--- src/hdl/litr_pkg.sv ---
`timescale 1ns / 1ps
package litr_pkg;

    localparam int COUNT_WIDTH_DEF = 32;

    localparam int CMD_WIDTH   = 2;
    localparam int INDEX_WIDTH = 6;
    localparam int DATA_WIDTH  = 32;
    localparam int VEC_WIDTH   = 8;
    localparam int IN_TDATA_WIDTH  = 40;
    localparam int OUT_TDATA_WIDTH = 40;

    typedef enum logic [CMD_WIDTH-1:0] {
        CMD_TICK  = 2'd0,
        CMD_WRITE = 2'd1,
        CMD_READ  = 2'd2
    } cmd_t;

    localparam logic [INDEX_WIDTH-1:0] IDX_EOI      = 6'h0B;
    localparam logic [INDEX_WIDTH-1:0] IDX_SPURIOUS = 6'h0F;
    localparam logic [INDEX_WIDTH-1:0] IDX_TIMER    = 6'h32;
    localparam logic [INDEX_WIDTH-1:0] IDX_INITIAL  = 6'h38;
    localparam logic [INDEX_WIDTH-1:0] IDX_CURRENT  = 6'h39;
    localparam logic [INDEX_WIDTH-1:0] IDX_DIVIDE   = 6'h3E;

    localparam logic [8:0] SPURIOUS_RESET = 9'h0FF;
    localparam logic [1:0] MODE_PERIODIC  = 2'd1;

    typedef struct packed {
        logic [DATA_WIDTH-1:0] read_data;
        logic                  irq_valid;
        logic [VEC_WIDTH-1:0]  irq_vector;
    } result_t;

    // divide code bits 3,1,0; all ones divides by one
    function automatic logic [7:0] divisor(input logic [3:0] code);
        logic [2:0] c;
        c = {code[3], code[1], code[0]};
        if (c == 3'b111)
            return 8'd1;
        return 8'd2 << c;
    endfunction

endpackage

--- src/hdl/litr_engine.sv ---
`timescale 1ns / 1ps
module litr_engine
    import litr_pkg::*;
#(
    parameter int COUNT_WIDTH = COUNT_WIDTH_DEF
)
(
    input  logic                   clk,
    input  logic                   rst_n,
    input  logic                   accept,
    input  logic [CMD_WIDTH-1:0]   command,
    input  logic [INDEX_WIDTH-1:0] reg_index,
    input  logic [DATA_WIDTH-1:0]  write_data,
    output result_t                result
);

    logic [VEC_WIDTH-1:0]   vector_reg,   vector_next;
    logic                   masked_reg,   masked_next;
    logic [1:0]             mode_reg,     mode_next;
    logic [COUNT_WIDTH-1:0] reload_reg,   reload_next;
    logic [COUNT_WIDTH-1:0] down_reg,     down_next;
    logic [3:0]             divide_reg,   divide_next;
    logic [6:0]             prescale_reg, prescale_next;
    logic [8:0]             spurious_reg, spurious_next;
    logic                   pending_reg,  pending_next;
    logic                   insvc_reg,    insvc_next;

    logic [6:0]             pre_inc;
    logic                   fire;
    logic [COUNT_WIDTH-1:0] down_dec;
    logic [COUNT_WIDTH-1:0] wr_count;
    logic [63:0]            reload_wide;
    logic [63:0]            down_wide;
    logic                   deliver;

    assign pre_inc     = prescale_reg + 7'd1;
    assign fire        = (pre_inc == 7'd0) || ({1'b0, pre_inc} >= divisor(divide_reg));
    assign down_dec    = down_reg - COUNT_WIDTH'(1);
    assign wr_count    = COUNT_WIDTH'(write_data);
    assign reload_wide = 64'(reload_reg);
    assign down_wide   = 64'(down_reg);

    always_comb
    begin
        vector_next   = vector_reg;
        masked_next   = masked_reg;
        mode_next     = mode_reg;
        reload_next   = reload_reg;
        down_next     = down_reg;
        divide_next   = divide_reg;
        prescale_next = prescale_reg;
        spurious_next = spurious_reg;
        pending_next  = pending_reg;
        insvc_next    = insvc_reg;
        result        = '0;

        case (cmd_t'(command))
            CMD_TICK:
            begin
                if (down_reg != '0)
                begin
                    prescale_next = pre_inc;
                    if (fire)
                    begin
                        prescale_next = 7'd0;
                        down_next     = down_dec;
                        if (down_dec == '0)
                        begin
                            if (!masked_reg && spurious_reg[8])
                                pending_next = 1'b1;
                            if (mode_reg == MODE_PERIODIC)
                                down_next = reload_reg;
                        end
                    end
                end
            end
            CMD_WRITE:
            begin
                case (reg_index)
                    IDX_EOI:
                        insvc_next = 1'b0;
                    IDX_SPURIOUS:
                    begin
                        spurious_next = write_data[8:0];
                        if (!write_data[8])
                            masked_next = 1'b1;
                    end
                    IDX_TIMER:
                    begin
                        vector_next = write_data[7:0];
                        masked_next = write_data[16] | ~spurious_reg[8];
                        mode_next   = write_data[18:17];
                    end
                    IDX_INITIAL:
                    begin
                        reload_next   = wr_count;
                        down_next     = wr_count;
                        prescale_next = 7'd0;
                    end
                    IDX_DIVIDE:
                        divide_next = {write_data[3], 1'b0, write_data[1:0]};
                    default:
                    begin
                    end
                endcase
            end
            CMD_READ:
            begin
                case (reg_index)
                    IDX_SPURIOUS:
                        result.read_data = {23'd0, spurious_reg};
                    IDX_TIMER:
                        result.read_data = {13'd0, mode_reg, masked_reg, 3'd0, pending_reg,
                                            4'd0, vector_reg};
                    IDX_INITIAL:
                        result.read_data = reload_wide[31:0];
                    IDX_CURRENT:
                        result.read_data = down_wide[31:0];
                    IDX_DIVIDE:
                        result.read_data = {28'd0, divide_reg};
                    default:
                        result.read_data = '0;
                endcase
            end
            default:
            begin
            end
        endcase

        // delivery after the request's own effect
        deliver = pending_next && !insvc_next && spurious_next[8];
        if (deliver)
        begin
            pending_next      = 1'b0;
            insvc_next        = 1'b1;
            result.irq_valid  = 1'b1;
            result.irq_vector = vector_next;
        end
    end

    always_ff @(posedge clk or negedge rst_n)
    begin
        if (!rst_n)
        begin
            vector_reg   <= '0;
            masked_reg   <= 1'b1;
            mode_reg     <= 2'd0;
            reload_reg   <= '0;
            down_reg     <= '0;
            divide_reg   <= 4'd0;
            prescale_reg <= 7'd0;
            spurious_reg <= SPURIOUS_RESET;
            pending_reg  <= 1'b0;
            insvc_reg    <= 1'b0;
        end
        else if (accept)
        begin
            vector_reg   <= vector_next;
            masked_reg   <= masked_next;
            mode_reg     <= mode_next;
            reload_reg   <= reload_next;
            down_reg     <= down_next;
            divide_reg   <= divide_next;
            prescale_reg <= prescale_next;
            spurious_reg <= spurious_next;
            pending_reg  <= pending_next;
            insvc_reg    <= insvc_next;
        end
    end

endmodule

--- src/hdl/local_interrupt_timer_registers.sv ---
`timescale 1ns / 1ps
// the result is registered and valid in the cycle after its request is accepted
// throughput: one request per cycle while s_axis_tready is high
// ready stays high while the result register is empty or being taken
// reset (rst_n low, asynchronous): timer masked, one-shot, counters zero,
// divide by two, controller disabled, no interrupt pending or in service
module local_interrupt_timer_registers
    import litr_pkg::*;
#(
    parameter int COUNT_WIDTH = COUNT_WIDTH_DEF
)
(
    input  logic                       clk,
    input  logic                       rst_n,
    input  logic                       s_axis_tvalid,
    output logic                       s_axis_tready,
    input  logic [IN_TDATA_WIDTH-1:0]  s_axis_tdata,  // reg_index[5:0], write_data[37:6]
    input  logic [CMD_WIDTH-1:0]       s_axis_tuser,  // command[1:0]
    output logic                       m_axis_tvalid,
    input  logic                       m_axis_tready,
    output logic [OUT_TDATA_WIDTH-1:0] m_axis_tdata,  // read_data[31:0], irq_vector[39:32]
    output logic                       m_axis_tuser   // irq_valid
);

    logic    accept;
    logic    out_valid_reg;
    result_t out_reg;
    result_t result;

    assign s_axis_tready = !out_valid_reg || m_axis_tready;
    assign accept        = s_axis_tvalid && s_axis_tready;

    litr_engine #(
        .COUNT_WIDTH (COUNT_WIDTH)
    ) u_engine (
        .clk        (clk),
        .rst_n      (rst_n),
        .accept     (accept),
        .command    (s_axis_tuser),
        .reg_index  (s_axis_tdata[5:0]),
        .write_data (s_axis_tdata[37:6]),
        .result     (result)
    );

    always_ff @(posedge clk or negedge rst_n)
    begin
        if (!rst_n)
            out_valid_reg <= 1'b0;
        else if (accept)
            out_valid_reg <= 1'b1;
        else if (m_axis_tready)
            out_valid_reg <= 1'b0;
    end

    always_ff @(posedge clk)
    begin
        if (accept)
            out_reg <= result;
    end

    assign m_axis_tvalid = out_valid_reg;
    assign m_axis_tdata  = {out_reg.irq_vector, out_reg.read_data};
    assign m_axis_tuser  = out_reg.irq_valid;

endmodule

--- config.mk ---
export PLATFORM = sky130hd
export DESIGN_NAME = local_interrupt_timer_registers
export DESIGN_NICKNAME = d
export VERILOG_FILES = /design/src/hdl/litr_pkg.sv /design/src/hdl/litr_engine.sv /design/src/hdl/local_interrupt_timer_registers.sv
export SDC_FILE = /design/constraint.sdc
export NUM_CORES = 1
export LEC_CHECK = 0
export BUFFER_PORTS_ARGS = -buffer_cell sky130_fd_sc_hd__clkbuf_2
export CORE_ASPECT_RATIO = 0.75
export CORE_MARGIN = 10
export CORE_UTILIZATION = 59
export DETAILED_ROUTE_END_ITERATION = 10
export PLACE_DENSITY = 0.87
export SYNTH_ARGS = -nofsm -noshare
export SYNTH_HDL_FRONTEND = slang
export SYNTH_SLANG_ARGS = --single-unit
export TNS_END_PERCENT = 1
--- constraint.sdc ---
create_clock -name clk -period 3.75 [get_ports clk]
set_input_delay 1.125 -clock clk [delete_from_list [all_inputs] [get_ports clk]]
set_output_delay 1.125 -clock clk [all_outputs]
set_load 0.05 [all_outputs]
==> results.md, run 1 <==
- The data arrival at the endpoint of the critical path is 3.79 ns.
- The main flop type after synthesis is dfrtp_1.
- The cell count after placement is 1025.
- CTS built an H-tree with a depth of 4.
- Setup repair after global routing left no endpoint under its margin.
- The initial utilization of the core area, before any placement, comes to 0.600.
- The final-stage net count is 930.
- The total length of routed wires is 21400 um.
- TritonCTS built the clock tree.
- The floorplan step defined a core boundary enclosing 13000 um^2.
- At the end of routability-driven placement, the weighted congestion stood at 0.936.
- The time the final worst path needs with I/O delays and setup is 3.47 ns.
- The count of nets left with antenna violations once routing finished came out at 0.
- Synthesis produced a netlist whose cell count is 793.
- For this design the total switching power over the nets is 1.65 mW.
- Of the total power, the share spent switching nets is 0.329.
- The number of enable flip-flop cells after synthesis is a little over 40.
- The run finished with clean final reports.
- The number of antenna violations at the first check in global routing came to 0.
- The number of clock buffers added by TritonCTS is 17.
- The area of all placed cells without fillers is 9040 um^2.
- Adding up every negative setup slack in the final design gives 0 ns.
- The die is 119 um tall.
- 89 I/O pins were placed.
- The worst clock skew is about 0.006 ns.
- The relative contribution of combinational cells to total power is 0.215.
- The mean area per synthesized cell is between 9 and 10 um^2.
- At the later pin of the worst-skew pair, clock insertion delay measures 0.42 ns.
- The mapped netlist covers 7780 um^2.
- The number of library cell types mapped by synthesis is between 60 and 70.
- The type of the worst setup path is register to register.
- The pin count of the biggest net entering global routing is 53.
- The maximum ir drop on the vdd rail is 0.342 mV.
- The transition time of the tightest slew-check pin is 0.803 ns.
- The number of flip-flops in the largest register is 40.
- The global-route congestion overflow total is 0.
- Power spread over the standard cell area amounts to 553 nW/um^2.
- Across every metal layer, demand over resource in global routing totals 0.235.
- The floorplan has 36 rows.
- Synthesis inferred 138 register bits.
- The number of max-slew violations in the final report is 0.
- The number of vias after detailed routing is 6661.
- For the worst setup path, the data required time is a little over 4 ns.
- Compared with the post-synthesis result, the final layout area differs by 16.2%.
- The worst setup path is launched from a register.
- For this run, design rule violations remaining after detail routing come to 0.
- The global-route wire length before repair is 35200 um.
- The via count of the first global-routing pass is 6709.
- The static power due to leakage is 3.83 nW.
- The detailed-placement wirelength estimate is between 10000 and 15000 um.
- In this run the horizontal extent of the chip is 153 um.
- The share of final-layout standard cells stronger than drive strength 1 is 0.264.
- The clock network fraction of total power is 0.353.
- The maximum fanout along the worst path is 32.
- The maximum clock frequency is approximately 0.29 GHz.
- For this run, the number of standard cells in the final layout without fillers is 1057.
- 0 antenna diodes ended up in the layout.
- The worst max-slew margin expressed relative to the limit is 0.463.
- The capturing element type of the critical path is a register.
- The class of the tightest hold or removal check is register to register.
- Port buffering added 86 buffers.
- The share of total power dissipated in sequential elements is 0.432.
- The floorplan die area is 18200 um^2.
- For this run, the detailed router's first-pass iteration total came to 7.
- The max-cap violation count is 0.
- The number of endpoints with negative hold slack in the final report is 0.
- Dividing the detail-routed wire length by the instance count gives 20.2 um.
- The tree built by TritonCTS fans out to 138 sinks.
- The final cell utilization of the core is 0.697.
- After clock tree synthesis, the clock-pin slew on the worst setup and hold paths is 0.06 ns.
- The number of synthesis warnings is 0.
- The design internal power is about 3.4 mW.
- Synthesis produced a netlist with a net count of 850.
- Clock tree synthesis selected as its root buffer the cell clkbuf_16.
- After detailed routing, the number of vias per cell comes to 6.30.
- The share of flip-flops with an asynchronous set or reset after synthesis is 0.703.
- In this run, the number of DRC markers left after iteration 0 of detailed routing was 794.
- The register area share after synthesis is 0.472.
- The part of the cycle the worst path needs is 0.925.
- Setup violations remaining at the end of the flow were counted as 0.
- The worst-case clock buffer depth is 2.
- Once placement finished, the instance area stood at between 8000 and 9000 um^2.
-- repair_timing --
item,in CTS,in global routing
resized for setup,0,1
hold buffers,0,0
setup buffers,0,0
endpoints found under the setup margin,0,1
-- synthesized netlist by cell type (3+ instances only) --
cell / count / area, um^2
a211oi_2: 27 / 338
o31ai_1: 4 / 30.0
mux2_2: 35 / 394
a32o_1: 4 / 40.0
nand2_1: 153 / 574
nor3_2: 3 / 30.0
nor3b_1: 3 / 22.5
and2_1: 21 / 131
nand2b_1: 4 / 25.0
buf_6: 5 / 56.3
a31oi_1: 5 / 31.3
clkbuf_1: 36 / 135
mux2i_1: 29 / 290
ha_1: 11 / 138
a21o_1: 4 / 30.0
nand4_1: 5 / 31.3
dfrtp_1: 88 / 2200
nand3_1: 13 / 65.1
a22oi_1: 17 / 128
nor3_1: 56 / 280
or3_1: 6 / 37.5
nor2_1: 78 / 293
xnor2_1: 14 / 123
nand3b_1: 3 / 22.5
inv_1: 10 / 37.5
o21a_1: 3 / 22.5
xor2_1: 13 / 114
and3_1: 6 / 37.5
nor4_1: 13 / 81.3
nand4_2: 3 / 37.5
nand4b_1: 6 / 52.6
a21oi_1: 14 / 70.1
a211oi_1: 5 / 37.5
dfstp_2: 9 / 236
o21ai_0: 11 / 55.1
edfxtp_1: 41 / 1230
-- through the flow --
step | power, mW | setup slack [ns] | hold WS (ns)
after floorplan | 2.88 | 0.0441 | 0.446
after global placement | 3.14 | 0.489 | 0.472
after detailed placement | 3.20 | 0.395 | 0.483
after CTS | 4.98 | 0.207 | 0.497
after global routing | 5.22 | 0.102 | 0.527
final | 5.00 | 0.283 | 0.499
-- final timing paths --
check	start	end	slack, ns	cells past startpoint
max in group asynchronous	rst_n	u_engine.spurious_reg[1]	2.27	2
worst max register to register	u_engine.down_reg[1]	u_engine.down_reg[11]	0.28	11
min in group asynchronous	rst_n	u_engine.reload_reg[19]	0.71	1
worst min register to register	u_engine.reload_reg[17]	u_engine.reload_reg[17]	0.50	2
worst max-delay path	u_engine.down_reg[1]	u_engine.down_reg[11]	0.28	11
worst min-delay path	u_engine.reload_reg[17]	u_engine.reload_reg[17]	0.50	2
-- final cells by class --
cell class,count,area (um^2)
fillers,938,3930
multi-input cells,596,3860
flip-flops and latches,138,3670
repair buffers,110,638
clock buffers,22,484
well taps,171,214
clock inverters,10,138
inverters,10,41.3
-- logic make-up after synthesis --
| kind of cell | after synthesis | share of synthesized area |
|---|---|---|
| buffers and inverters | 59 | 0.0373 |
| multiplexers | 64 | 0.0879 |
| AO/OA/AOI/OAI | 100 | 0.107 |
| flip-flops | 138 | 0.472 |
| AND/OR/NAND/NOR | 394 | 0.248 |
| XOR/XNOR | 27 | 0.0304 |
| adder cells (fa/ha/maj) | 11 | 0.0177 |
-- metal layers --
metal / vias to the layer above / global-route usage / wire length (um)
li1: 2989 / - / -
met1: 3237 / 0.304 / 8920
met2: 379 / 0.371 / 9960
met3: 56 / 0.0662 / 2000
met4: 0 / 0.0803 / 505
met5: - / 0 / 0
-- power groups by stage --
stage / registers, mW / clock network, mW / logic, mW
after floorplan: 2.04 / 0 / 0.845
after global placement: 2.14 / 0 / 1.00
after detailed placement: 2.15 / 0 / 1.05
after CTS: 2.13 / 1.77 / 1.07
after global routing: 2.19 / 1.84 / 1.19
final: 2.16 / 1.77 / 1.07
-- placed cells by master (no fill, tap or decap), types with 14 or more instances in the layout --
master	n
a211oi_2	28
a22oi_1	17
and2_1	21
buf_4	23
clkbuf_16	17
clkbuf_2	85
dfrtp_1	88
edfxtp_1	41
mux2_2	35
mux2i_1	29
nand2_1	153
nor2_1	78
nor3_1	55
xnor2_1	14
-- worst max-delay path, cell delays in order, from the launching register on --
cell and delay [ns]:
dfrtp_1 0.45, inv_1 0.13, ha_1 0.24, nor4b_4 0.40, nand4_2 0.23, o21a_1 0.24
nor4_1 0.29, nand4_1 0.21, nor4_4 0.28, buf_4 0.41, nand2_1 0.17, a211oi_2 0.29
No activity file was read; power rests on OpenSTA's default activity.
==> run 2: changes to the inputs <==
Settings changed: CORE_ASPECT_RATIO 0.75 to 0.9, CORE_MARGIN 10 to 2.
==> run 2 against run 1 <==
  * Largest power group unchanged
  * Clock power shrank 7%
  * Critical endpoint is now u_engine.down_reg[10]
  * Sequential share of layout area is 0.33 points higher
  * Cell area fell by 0.82%
  * Largest cell class unchanged
  * Sequential power hardly changed
  * Utilization up 0.45 points
  * Register-to-register slack worse by 0.04 ns
  * Count of clock-buffer cells in the layout is 3 higher
==> results.md, run 2 (synthesis results as in run 1) <==
- For this design the static power due to leakage is approximately 3.8 nW.
- The analysis attributes to net switching a power of 1.58 mW.
- The number of endpoints with negative hold slack in the final report is 0.
- The depth of the worst register-to-register path is 9.
- The final-stage net count is 930.
- Dividing the detail-routed via count by the number of cells gives between 6 and 7.
- The setup TNS is 0 ns.
- The delay of the slowest cell on the worst path is 0.57 ns.
- Routability-driven placement finished with a final weighted congestion of approximately 0.91.
- The number of post-CTS setup repair buffers is 0.
- The worst register-to-register path ends at u_engine.down_reg[10].
- Leaving out fill and tap cells, the most frequent cells in the layout are 153 x nand2_1, 88 x dfrtp_1, 85 x clkbuf_2.
- Hold timing on the final database bottoms out at a slack of 0.490 ns.
- Measured against its own limit, the worst slew margin works out to 0.355.
- The maximum fanout along the worst path is 19.
- Dividing the final minimum period by the clock period gives 0.936.
- The die height is around 110 um.
- Across the VDD grid, the largest voltage drop is 0.363 mV.
- The number of levels in the clock H-tree is 4.
- The design internal power is 3.26 mW.
- The worst path in the final design needs a cycle of 3.51 ns, including I/O delays and setup.
- The detailed-route DRC error count is 0.
- The clock net sink count is around 140.
- The row count is 39.
- The number of gates resized after cts is 0.
- The area of all placed cells without fillers is 8970 um^2.
- The first global-routing pass estimated approximately 32000 um of wire.
- The worst-case clock buffer depth is 2.
- Setup violations remaining at the end of the flow were counted as 0.
- The number of buffer cells added on primary ports is 86.
- The via count of the first global-routing pass is 6387.
- The floorplan die area is roughly 14000 um^2.
- The repair_antennas step left the layout with diodes totalling 0.
- Counting buffers and inverters, the worst setup path is 9 cells deep.
- Leaving out fill and tap cells, the most frequent cell in the layout is nand2_1.
- Wires add up to 19500 um.
- The setup check on the worst reg-to-reg path leaves a slack of 0.24 ns.
- The clock latency of the later-clocked register in the worst-skew pair is 0.43 ns.
- The global-route congestion overflow total is 0.
- The tool flagged a number of max-cap violations equal to 0.
- Of the total power, registers draw 0.443.
- The worst clock skew is 0.00876 ns.
- The cell area after placement is about 8400 um^2.
- The slowest stage of the critical path belongs to the cell nor4_1.
- Clock-pin slew was measured on the worst setup and hold paths at 0.06 ns.
- The layout overhead on the synthesized area is 15.2%.
- The pin count of the biggest net entering global routing is ~50.
- Of the cells placed in the final design, the portion with a size suffix greater than 1 is 0.260.
- Tracing the worst setup path back leads to its startpoint at u_engine.down_reg[8].
- The number of antenna violations at the first check in global routing is 0.
- Summing internal, switching and leakage power gives just under 5 mW.
- For this configuration, the core starts out at a cell density of 0.609.
- For this design, the CTS-stage hold fixing added 0 buffers.
- The routed layout has 6480 vias.
- The relative contribution of combinational cells to total power is 0.218.
- The data arrival at the endpoint of the critical path is 3.85 ns.
- The tree is rooted in a clkbuf_16.
- The worst reg2reg path startpoint is u_engine.down_reg[8].
- Counting both buffers and inverters, the worst setup path holds a total of 1.
- For this run, the share of the core covered by cells in the final layout is 0.701.
- The worst setup path is launched from a register.
- The flow ran to the end, and the final reports show no timing, DRC or antenna violations.
- The count of nets left with antenna violations once routing finished came out at 0.
- Counting stages on the worst path, the most repeated cell is nor2_1.
- The register with the most flip-flops in the layout has 40 of them.
- Dividing the detail-routed wire length by the instance count gives 18.5 um.
- The share of total power dissipated in the clock network is 0.339.
- The die width is 125 um.
- The critical path goes through nor4_1 -> nand4b_1 -> o31ai_1 -> nor2_1 -> nor2_1 -> a21o_1 -> buf_4 -> nor3_1 -> a211oi_2.
- During I/O placement, the number of pins put on the boundary was 89.
- The capturing element type of the critical path is a register.
- TritonCTS built the clock tree.
- The most critical setup path has its endpoint at u_engine.down_reg[10].
- For this run, the total global-route usage over all layers was measured as 0.283.
- The net switching fraction of the power is 0.327.
- The path class of the tightest hold or removal check is register to register.
- Setup repair after global routing left no endpoint under its margin.
- For this design the ratio of total power to cell area is 541 nW/um^2.
- Detailed placement ended at an HPWL of 12900 um.
- The top cell family by delay on the critical path is simple AND/OR/NAND/NOR gates.
- In this run, CTS created clock tree buffers numbering 17.
- STA puts the critical path data required time at 4.09 ns.
- The number of max-slew violations in the final report is 0.
- Before antenna repair, the detailed router went through 8 iterations.
- The type of the worst setup path is register to register.
- Based on the critical path, the design can be clocked at up to 0.285 GHz.
- After the first detailed-routing iteration, the DRC count stood at 654.
- After floorplanning, the core was sized to cover 12800 um^2.
- The transition time of the tightest slew-check pin is 0.964 ns.
==> run 2: cell count changes in the layout (fill, tap and decap cells not counted), sizes merged <==
cell	change
bufinv	-1
clkbuf	+3
inv	-2
==> run 2: layout make-up <==
class	instances	area [um^2]
sequential	138	3670
multi-input combinational	596	3850
tap	164	205
timing repair buffer	110	626
clock inverter	7	90.1
inverter	10	41.3
clock buffer	25	485
fill	928	3820
==> run 2: power groups by stage <==
stage / sequential, mW / clock [mW] / combinational [mW]
2_1_floorplan: 2.04 / 0 / 0.845
6_report: 2.15 / 1.64 / 1.06
3_5_place_dp: 2.15 / 0 / 1.04
3_3_place_gp: 2.14 / 0 / 0.999
4_1_cts: 2.13 / 1.66 / 1.05
5_1_grt: 2.18 / 1.73 / 1.15
==> run 2: layer usage <==
metal  wire length, um  GRT usage  vias up  share of wire
li1                  -          -     2999              -
met1              8550      0.386     3115           0.44
met4               381      0.106        0          0.020
met5                 0          0        -              0
met2              8970      0.439      320           0.46
met3              1550     0.0775       46          0.080
==> run 2: stage by stage <==
| stage | setup slack (ns) | instances |
|---|---|---|
| global route | 0.0485 | 1050 |
| CTS | 0.270 | 1050 |
| global placement | 0.376 | 1018 |
| floorplan | 0.0441 | 793 |
| detailed placement | 0.321 | 1018 |
| finish | 0.240 | 1050 |
==> run 2: worst min path at each step <==
stage                                   from                 endpoint  slack [ns]  cells after the start
floorplan           u_engine.spurious_reg[8]      u_engine.masked_reg        0.45                      1
global placement      u_engine.reload_reg[1]   u_engine.reload_reg[1]        0.47                      2
detailed placement    u_engine.reload_reg[3]   u_engine.reload_reg[3]        0.47                      2
CTS                   u_engine.reload_reg[3]   u_engine.reload_reg[3]        0.49                      2
global route         u_engine.reload_reg[14]  u_engine.reload_reg[14]        0.52                      2
finish                u_engine.reload_reg[3]   u_engine.reload_reg[3]        0.49                      2
==> run 2: tightest hold or removal path, cell delays in order (launching register included) <==
cell,delay (ns)
dfrtp_1,0.36
nand2_1,0.05
nand2_1,0.05
==> run 3: changes to the inputs <==
Settings changed: MAX_ROUTING_LAYER from default to met4.
==> run 3 against run 2 <==
  * Clock skew about the same
  * Global-route usage increased by 1.2 points
  * Via count decreased by 0.77%
  * Maximum frequency increased by 1.4%
  * Combinational power about the same
  * Sequential share of layout area decreased by 0.14 points
  * Critical endpoint is now m_axis_tdata[36]
  * Highest routed layer unchanged
==> results.md, run 3 (synthesis results as in run 1) <==
- The die width is ~130 um.
- Of the cells placed in the final design, the portion with a size suffix greater than 1 is 0.266.
- The pre-CTS setup slack is 0.242 ns.
- Once detailed placement completed, the half-perimeter wirelength came to 13200 um.
- Routability-driven placement finished with a final weighted congestion of 0.906.
- The tool flagged a number of max-cap violations equal to 0.
- The tightest min-delay check is of the register to register type.
- The total length of routed wires is 19700 um.
- The detailed-router iteration count before antenna repair is 7.
- The number of endpoints with negative hold slack in the final report is 0.
- The top cell types in the final layout, fill and taps aside, are 153 x nand2_1, 88 x dfrtp_1, 85 x clkbuf_2.
- The tightest hold path in the finished design has a slack of 0.495 ns.
- The clock tree synthesis step divided the H-tree into 4 levels.
- The number of antenna violations at the first check in global routing was 0.
- The part of the cycle the worst path needs is 0.923.
- The clock latency of the later-clocked register in the worst-skew pair is around 0.43 ns.
- The worst-case IR drop observed on VDD is 0.371 mV.
- From bottom edge to top edge, the die measures 113 um.
- TritonCTS built the clock tree.
- The maximum fanout along the worst path is 10.
- The worst setup path is captured at a register.
- The tree is rooted in a clkbuf_16.
- The clock slew seen by the registers of the worst setup and hold paths is 0.06 ns.
- The number of max-slew violations in the final report is 0.
- The pin count of the biggest net entering global routing is 51.
- The floorplan die area is between 10000 and 15000 um^2.
- At the pin with the least slew margin, the transition time is 0.800 ns.
- The net count of the finished layout is 929.
- Power spread over the standard cell area amounts to between 500 and 600 nW/um^2.
- Clock tree synthesis found a total of roughly 140 sinks.
- The flow ran to the end, and the final reports show no timing, DRC or antenna violations.
- Setup violations remaining at the end of the flow were counted as 0.
- The final routed wire length divided by cell count is 18.8 um.
- The setup path with the least slack is of type register to register.
- The clock arrives with between 0.008 and 0.009 ns of skew.
- The flip-flop and latch area is 3670 um^2.
- In the routed layout, each cell is associated on average with a via count of 6.13.
- The layout overhead on the synthesized area is 15.6%.
- The time the final worst path needs with I/O delays and setup is roughly 3.5 ns.
- Headroom to the max-slew limit came out at 0.465.
- Derived from the worst setup path, the maximum achievable clock frequency is slightly below 0.3 GHz.
- For this configuration, the core starts out at a cell density of 0.609.
- The post-detailed-route count of antenna-violating nets is 0.
- The setup TNS is 0 ns.
- The detailed-route DRC error count is 0.
- The element type at the critical path start is a register.
- In this run, the number of DRC markers left after iteration 0 of detailed routing was 597.
- The I/O pin count is 89.
- Setup repair after global routing left no endpoint under its margin.
- Once routing completed, OpenROAD measured the worst setup slack at 0.289 ns.
- The data arrival at the endpoint of the critical path is about 3.6 ns.
- The worst-case clock buffer depth is 2.
- Buffers placed on the I/O ports in this run total 86.
- In this run, CTS created clock tree buffers numbering 17.
- The number of antenna diodes in the final layout is 0.
- Leaving out fill and tap cells, the most frequent cell in the layout is nand2_1.
- For the worst setup path, the data required time is 3.89 ns.
- The register with the most flip-flops in the layout has 40 of them.
- The static power due to leakage is approximately 3.8 nW.
- The global router's overall resource usage is 0.296.
- After global routing the overflow that remains totals 0.
- The first global-routing pass estimated between 30000 and 40000 um of wire.
- After clock tree synthesis, the flow added hold-fix buffers numbering 0.
- The floorplan has 39 rows.
- The via count of the first global-routing pass is 6424.
- The filler cell count in the final layout is between 900 and 1000.
- After floorplanning, the core was sized to cover 12800 um^2.
- Across all layers, the routed design uses ~6400 vias.
- The footprint of the multi-input gates is a little under 4000 um^2.
-- run 3: cell count changes in the layout (fill, tap and decap cells not counted) --
cell | previous run | this run
clkinvlp_4 | 2 | 4
buf_12 | 1 | 0
a21o_2 | 0 | 1
inv_6 | 0 | 1
a21o_1 | 4 | 3
clkbuf_1 | 5 | 1
clkbuf_8 | 3 | 4
bufinv_16 | 2 | 3
clkinv_1 | 1 | 0
-- run 3: through the flow --
stage               cells  total power, mW  cell area [um^2]  utilization
finish               1049             4.96              9000        0.704
global route         1049             5.17              9000        0.704
CTS                  1049             4.95              9000        0.704
detailed placement   1017             3.19              8370        0.655
global placement     1017             3.13              8370        0.655
floorplan             793             2.88              7790            -
-- run 3: final cells by class --
type,count,area share
clock buffer,22,0.0538
sequential,138,0.408
timing repair buffer,109,0.0673
multi-input combinational,596,0.428
inverter,10,0.00459
clock inverter,10,0.0156
tap,164,0.0228
-- run 3: critical path, cell delays in order (launching register included) --
cell	delay, ns
dfrtp_1	0.41
ha_1	0.23
nand3_1	0.10
xnor2_1	0.22
ha_1	0.29
a21o_1	0.19
a21o_1	0.18
a21oi_1	0.12
o21ai_0	0.12
a21oi_1	0.45
nor4b_1	0.17
a21oi_2	0.56
nor3_1	0.14
-- run 3: timing repair --
action / 4_1_cts / 5_1_grt
endpoints found under the hold margin: 0 / 0
resized for setup: 0 / 1
endpoints found under the setup margin: 0 / 5
setup buffers: 0 / 0
-- run 3: metal layers --
layer  up-vias  GRT usage  wire length (um)
met5         -          -                 0
met4         0      0.110               503
met3        57     0.0700              1480
met2       273      0.449              9150
met1      3111      0.392              8560
li1       2989          -                 -
-- run 3: path summary, 6_finish.rpt --
| path | startpoint | endpoint | slack [ns] | depth (start not counted) |
|---|---|---|---|---|
| hold / removal | u_engine.reload_reg[27] | u_engine.reload_reg[27] | 0.49 | 2 |
| setup reg to reg | u_engine.prescale_reg[0] | m_axis_tdata[36] | 0.29 | 12 |
| min in group asynchronous | rst_n | u_engine.reload_reg[15] | 0.73 | 1 |
| max in group asynchronous | rst_n | u_engine.spurious_reg[2] | 2.17 | 2 |
| hold reg to reg | u_engine.reload_reg[27] | u_engine.reload_reg[27] | 0.49 | 2 |
| setup / recovery | u_engine.prescale_reg[0] | m_axis_tdata[36] | 0.29 | 12 |
-- run 3: report_power, final --
group          internal, mW  switching, mW
logic                 0.469          0.580
registers              1.76          0.382
clock network          1.12          0.648
